**src/hdl/uft_pkg.sv**
```systemverilog
// Package for the UDP flow table: widths, event codes, register indexes,
// controller states and the command and status structs. No dependencies.
package uft_pkg;

  localparam int unsigned DefTableDepth = 32;
  localparam int unsigned KeyW = 96;

  typedef enum logic [1:0] {
    EV_PROCESSED = 2'd0,
    EV_CREATED   = 2'd1,
    EV_EXPIRED   = 2'd2,
    EV_DROPPED   = 2'd3
  } event_t;

  typedef enum logic [1:0] {
    REG_HALF_TIMEOUT   = 2'd0,
    REG_FULL_TIMEOUT   = 2'd1,
    REG_CHECK_INTERVAL = 2'd2,
    REG_NONE           = 2'd3
  } reg_idx_t;

  typedef enum logic [3:0] {
    ST_IDLE,
    ST_SWEEP_RD,
    ST_SWEEP_EV,
    ST_FLUSH_RD,
    ST_FLUSH_EV,
    ST_LOOK,
    ST_LOOK_WAIT,
    ST_DECIDE,
    ST_REV_RD,
    ST_REV_WAIT,
    ST_EMIT_MAIN,
    ST_EMIT_DONE
  } state_t;

  // Commands from the controller to the datapath.
  typedef struct packed {
    logic       capture;     // take the input item
    logic       idx_clear;   // scan index back to zero
    logic       idx_step;    // scan index + 1
    logic       mark_exp;    // record whether the entry at scan index has timed out
    logic       scan_kill;   // clear valid bit at scan index
    logic       sweep_done;  // update last sweep time
    logic       look_clear;  // reset lookup hit registers
    logic       look_step;   // compare this entry with key and reverse key
    logic       do_insert;   // insert new flow / refresh existing
    logic       rd_rev;      // select the reverse entry; set its full mark on a reverse hit
    logic       out_load;    // load output register
    logic [1:0] out_sel;     // 0 scan entry, 1 created, 2 dropped, 3 processed
    logic       out_last;
  } cmd_t;

  // Status back to the controller.
  typedef struct packed {
    logic mode;
    logic is_udp;
    logic sweep_due;
    logic idx_end;        // scan index is last entry
    logic scan_valid;     // entry at scan index is to be reported
    logic any_valid_rest; // an entry to be reported exists above the scan index
    logic fwd_hit;
    logic has_free;
    logic out_busy;
  } stat_t;

endpackage

```
**src/hdl/uft_ctrl.sv**
```systemverilog
// Controller of the UDP flow table: sequences sweep, flush, lookup, insert
// and result emission. Uses uft_pkg.
module uft_ctrl #(
  parameter int unsigned TABLE_DEPTH = 32
) (
  input  logic           clk,
  input  logic           rst_n,
  input  logic           in_valid,
  output logic           in_ready,
  input  uft_pkg::stat_t stat,
  output uft_pkg::cmd_t  cmd
);
  import uft_pkg::*;

  state_t state_r, state_nxt;

  always_ff @(posedge clk) begin
    if (!rst_n) begin
      state_r <= ST_IDLE;
    end else begin
      state_r <= state_nxt;
    end
  end

  always_comb begin
    state_nxt = state_r;
    cmd       = '0;
    in_ready  = 1'b0;
    case (state_r)
      ST_IDLE: begin
        in_ready = !stat.out_busy;
        if (in_valid && !stat.out_busy) begin
          cmd.capture   = 1'b1;
          cmd.idx_clear = 1'b1;
          state_nxt     = ST_DECIDE;
        end
      end
      ST_DECIDE: begin
        if (stat.mode) state_nxt = ST_FLUSH_RD;
        else if (stat.sweep_due) begin
          cmd.sweep_done = 1'b1;
          state_nxt      = ST_SWEEP_RD;
        end else if (stat.is_udp) begin
          cmd.look_clear = 1'b1;
          state_nxt      = ST_LOOK;
        end else state_nxt = ST_IDLE;
      end
      // Sweep and flush: read the entry, then decide on it in the next cycle.
      ST_SWEEP_RD, ST_FLUSH_RD: begin
        state_nxt = (state_r == ST_SWEEP_RD) ? ST_SWEEP_EV : ST_FLUSH_EV;
      end
      // The sweep marks timed-out flows; the report pass below emits them.
      ST_SWEEP_EV: begin
        cmd.mark_exp = 1'b1;
        if (stat.idx_end) begin
          cmd.idx_clear = 1'b1;
          state_nxt     = ST_FLUSH_RD;
        end else begin
          cmd.idx_step = 1'b1;
          state_nxt    = ST_SWEEP_RD;
        end
      end
      // Report pass: every valid flow on a flush, the marked ones after a sweep.
      ST_FLUSH_EV: begin
        if (!stat.out_busy) begin
          if (stat.scan_valid) begin
            cmd.out_load  = 1'b1;
            cmd.out_sel   = 2'd0;
            cmd.scan_kill = 1'b1;
            cmd.out_last  = !stat.any_valid_rest && (stat.mode || !stat.is_udp);
          end
          if (stat.idx_end) begin
            cmd.idx_clear = 1'b1;
            if (!stat.mode && stat.is_udp) begin
              cmd.look_clear = 1'b1;
              state_nxt      = ST_LOOK;
            end else state_nxt = ST_EMIT_DONE;
          end else begin
            cmd.idx_step = 1'b1;
            state_nxt    = ST_FLUSH_RD;
          end
        end
      end
      // Lookup streams one entry per cycle through the read register.
      ST_LOOK: begin
        cmd.look_step = 1'b1;
        if (stat.idx_end) begin
          cmd.idx_clear = 1'b1;
          state_nxt     = ST_LOOK_WAIT;
        end else cmd.idx_step = 1'b1;
      end
      ST_LOOK_WAIT: state_nxt = ST_REV_RD;
      ST_REV_RD: begin
        cmd.do_insert = stat.fwd_hit || stat.has_free;
        state_nxt     = ST_REV_WAIT;
      end
      ST_REV_WAIT: begin
        cmd.rd_rev = !stat.fwd_hit && stat.has_free;
        if (!stat.out_busy) begin
          if (!stat.fwd_hit) begin
            cmd.out_load = 1'b1;
            cmd.out_sel  = stat.has_free ? 2'd1 : 2'd2;
          end
          state_nxt = ST_EMIT_MAIN;
        end
      end
      ST_EMIT_MAIN: begin
        if (!stat.out_busy) begin
          cmd.out_load = 1'b1;
          cmd.out_sel  = 2'd3;
          cmd.out_last = 1'b1;
          state_nxt    = ST_IDLE;
        end
      end
      ST_EMIT_DONE: state_nxt = ST_IDLE;
      default: state_nxt = ST_IDLE;
    endcase
  end
endmodule

```
**config.mk**
```make
export PLATFORM = sky130hd
export DESIGN_NAME = uft_ctrl
export DESIGN_NICKNAME = d
export VERILOG_FILES = /design/src/hdl/uft_pkg.sv /design/src/hdl/uft_ctrl.sv
export SDC_FILE = /design/constraint.sdc
export NUM_CORES = 1
export LEC_CHECK = 0
export ABC_AREA = 0
export ABC_CLOCK_PERIOD_IN_PS = 1470
export BUFFER_PORTS_ARGS = -buffer_cell sky130_fd_sc_hd__buf_2
export CORE_MARGIN = 2
export CORE_UTILIZATION = 41
export CTS_CLUSTER_DIAMETER = 40
export DETAILED_ROUTE_END_ITERATION = 16
export PLACE_DENSITY = 0.74
export SYNTH_ARGS = -nofsm -noshare
export SYNTH_HDL_FRONTEND = slang
export SYNTH_SLANG_ARGS = --single-unit
```
**constraint.sdc**
```tcl
create_clock -name clk -period 1.47 [get_ports clk]
set_input_delay 0.0735 -clock clk [delete_from_list [all_inputs] [get_ports clk]]
set_output_delay 0.0735 -clock clk [all_outputs]
set_load 0.03 [all_outputs]
```
==> out/qor.yml <==
result_of_the_run: "complete, but fails checks"
violations: "setup timing"
drt_wl_total_um: 2260
dr_wl_cell_um: 15.6
relSlewSlack_pct: 77.0
regToRegSetupSlack_ns: -0.05
global_route_wire_length_before_repair_um: 3160
cts-buffers-inserted: 3
synth_area_um2: 606
critPathMaxFanout: 6
ctsHtreeMaxLevel: 1
use_met1_pct: 30.9
place_congestion: 0.850
die_y_um: 42.4
hold_path.class: "input pin to flop"
drc: 0
power.static_leakage_nw: 0.493
layout.core_utilization_pct: 81.1
placement.setup.worst_slack_ns: -0.0166
clock_sink_count: 4
timing.final.hold_violations: 0
area.growth.synth_to_final_pct: 78.7
finalWorstPathRequiredPeriod_ns: 1.62
fin_skew_ns: 0.000432
holdWs_ns: 0.128
die_area_um2: 1800
die_width_um: 42.4
clkSlewWorstSetupHoldPaths_ns: 0.04
power.clock.fraction_pct: 6.2
first_iter_violations: 56
power.density_nw_per_um2: 1930
clk_latency_ns: 0.22
timing.critical_path.to_type: "output pin"
avgViaCountPerCell: 6.04
initial_utilization_pct: 45.4
flops_latches_synth: 4
timing_worst_setup_path_type: "flop to output pin"
cp-start-kind: "flop"
fillers: 89
synthesis.yosys.warnings: 0
synth_seq_area_share_pct: 13.2
core_region_area_um2: 1330
clock_path_buffers: 2
grt_use_total_pct: 21.2
data_arrival_time_of_the_worst_path_ns: 1.54
drtAntennaViolNets: 0
comb_power_share_pct: 81.6
power.sequential.fraction_pct: 12.2
synth.avg_cell_area_um2: 6.88
cap_violations: 0
worst-endpoint-required_ns: 1.40
drt-pass1-iter-count: 4
tritoncts: "built"
unrepaired_setup_endpoints_after_global_routing: "true"
largest_reg_flops: 4
report.final.setup_viol: 10
via_count_of_the_first_global_routing_pass: 734
setup_slack_ns: -0.147
syn-instance-count: 88
min_period_over_period_pct: 110
antenna_found_initial: 0
clk_root_buffer_cell: "clkbuf_4"
gr_util_met3_pct: 1.29
power_switching_uw: 962
timing.final.max_slew_violations: 0
ir_worst_vdd_mv: 1.30
antenna_cells_inserted: 0
detailroute.via_count: 876
hpwlAfterDp_um: 1350
largest_registers: "state_r: 4 flops"
ctsHoldBuffers: 0
synth.lib_cells_used.distinct: 37
worst-slew-pin-transition_ns: 0.341
num-nets-final: 144
largest-register: "state_r"
io-pin-count: 27
switching_share_of_power_pct: 46.0
gr-usage-met2_pct: 35.1
floorplan.rows: 13
grt-ovfl-total: 0
postSynthNetCount: 100
pint_mw: 1.13
busiest_layer_in_global_routing: "met2"
layout_cell_share_with_drive_strength_beyond_1_pct: 56.9
port_buffers: 26
grt_max_degree: 13
maxClockFrequency_ghz: 0.619
## layout make-up
class	instances	area, um^2	area share, %
multi-input cells	74	577	53.3
repair buffers	47	367	33.9
flip-flops and latches	4	90.1	8.32
clock buffers	3	22.5	2.08
well taps	15	18.8	1.73
inverters	2	7.51	0.694
## per-stage QoR
stage	instance area [um^2]	std cells	TNS (ns)	power, mW
3_5_place_dp	845	133	-0.0295	1.47
5_1_grt	1080	145	-1.45	2.21
4_1_cts	928	137	-0.361	1.72
6_report	1080	145	-0.475	2.09
2_1_floorplan	657	88	-0.979	1.15
3_3_place_gp	845	133	-0.000197	1.45
## per-layer routing
layer	wire length, um	vias to the layer above
li1	-	416
met1	872	409
met2	1170	43
met3	146	8
met4	71	0
met5	0	-
## final timing paths
kind,startpoint,endpoint,depth (start not counted)
worst max-delay path,state_r[2],cmd[12],6
worst min-delay path,rst_n,state_r[3],2
worst max register to register,state_r[1],state_r[1],6
worst min register to register,state_r[1],state_r[1],2
## critical path: stages (launching register included)
cell	delay (ns)
dfxtp_2	0.36
buf_4	0.17
nor3b_1	0.07
a31oi_1	0.26
nor2_1	0.10
a21o_4	0.22
buf_6	0.13
## cell usage after synthesis
| cell type | instances | share of area [%] |
|---|---|---|
| inv_1 | 2 | 1.2 |
| a211o_1 | 1 | 1.4 |
| clkbuf_1 | 1 | 0.62 |
| nor2b_1 | 3 | 3.1 |
| a31oi_1 | 2 | 2.1 |
| buf_4 | 1 | 1.2 |
| maj3_1 | 1 | 1.7 |
| nor3b_1 | 3 | 3.7 |
| o21ai_0 | 1 | 0.83 |
| dfxtp_1 | 4 | 13 |
| and2b_1 | 1 | 1.2 |
| a32o_2 | 1 | 1.9 |
| nand2_1 | 4 | 2.5 |
| nand4b_1 | 1 | 1.4 |
| nor3_1 | 10 | 8.3 |
| nor4_1 | 5 | 5.2 |
| a32oi_1 | 1 | 1.4 |
| a211oi_1 | 1 | 1.2 |
| o22ai_1 | 1 | 1.0 |
| o21a_1 | 1 | 1.2 |
| a2bb2oi_1 | 1 | 1.4 |
| buf_2 | 5 | 4.1 |
| a21oi_1 | 6 | 5.0 |
| a21o_1 | 2 | 2.5 |
| and2_1 | 1 | 1.0 |
| and3_1 | 3 | 3.1 |
| nand2b_1 | 7 | 7.2 |
| a311o_1 | 2 | 3.3 |
| nand4_1 | 1 | 1.0 |
| xor2_1 | 1 | 1.4 |
| o32ai_1 | 1 | 1.4 |
| o221a_2 | 1 | 1.9 |
| buf_6 | 1 | 1.9 |
| nand3b_1 | 2 | 2.5 |
| nor2_1 | 6 | 3.7 |
| a21boi_2 | 1 | 1.9 |
| or2_2 | 2 | 2.1 |
## cells by family (layout without fill, tap and decap cells)
group,after synthesis,in the layout,synth area share [%]
adders and majority gates,1,1,1.65
buffers and inverters,10,52,9.09
DFF,4,4,13.2
xor gates and xnor gates,1,1,1.45
and+or+nand+nor,49,49,46.1
AOI/OAI and AO/OA,23,23,28.5
## placed cells by master (no fill, tap or decap), types with 3 or more instances in the layout
cell type and instances:
nand2b_1 5, nor4_2 3, nor2_1 5, buf_2 13
nand2_1 4, nor3_1 8, buf_6 9, a21oi_1 5
buf_4 23, clkbuf_4 3, and3_1 3
## what timing repair did
action | 4_1_cts | 5_1_grt
pin swaps | 6 | 4
cloned | 0 | 0
endpoints found under the setup margin | 16 | 16
resized for setup | 20 | 24
buffers inserted | 1 | 8
## power by group through the flow
stage / sequential [mW] / combinational (mW) / clock [mW]
2_1_floorplan: 0.172 / 0.977 / 0
3_3_place_gp: 0.229 / 1.22 / 0
3_5_place_dp: 0.231 / 1.24 / 0
4_1_cts: 0.247 / 1.33 / 0.139
5_1_grt: 0.256 / 1.81 / 0.149
6_report: 0.255 / 1.71 / 0.130
No activity file was read; power rests on OpenSTA's default activity.
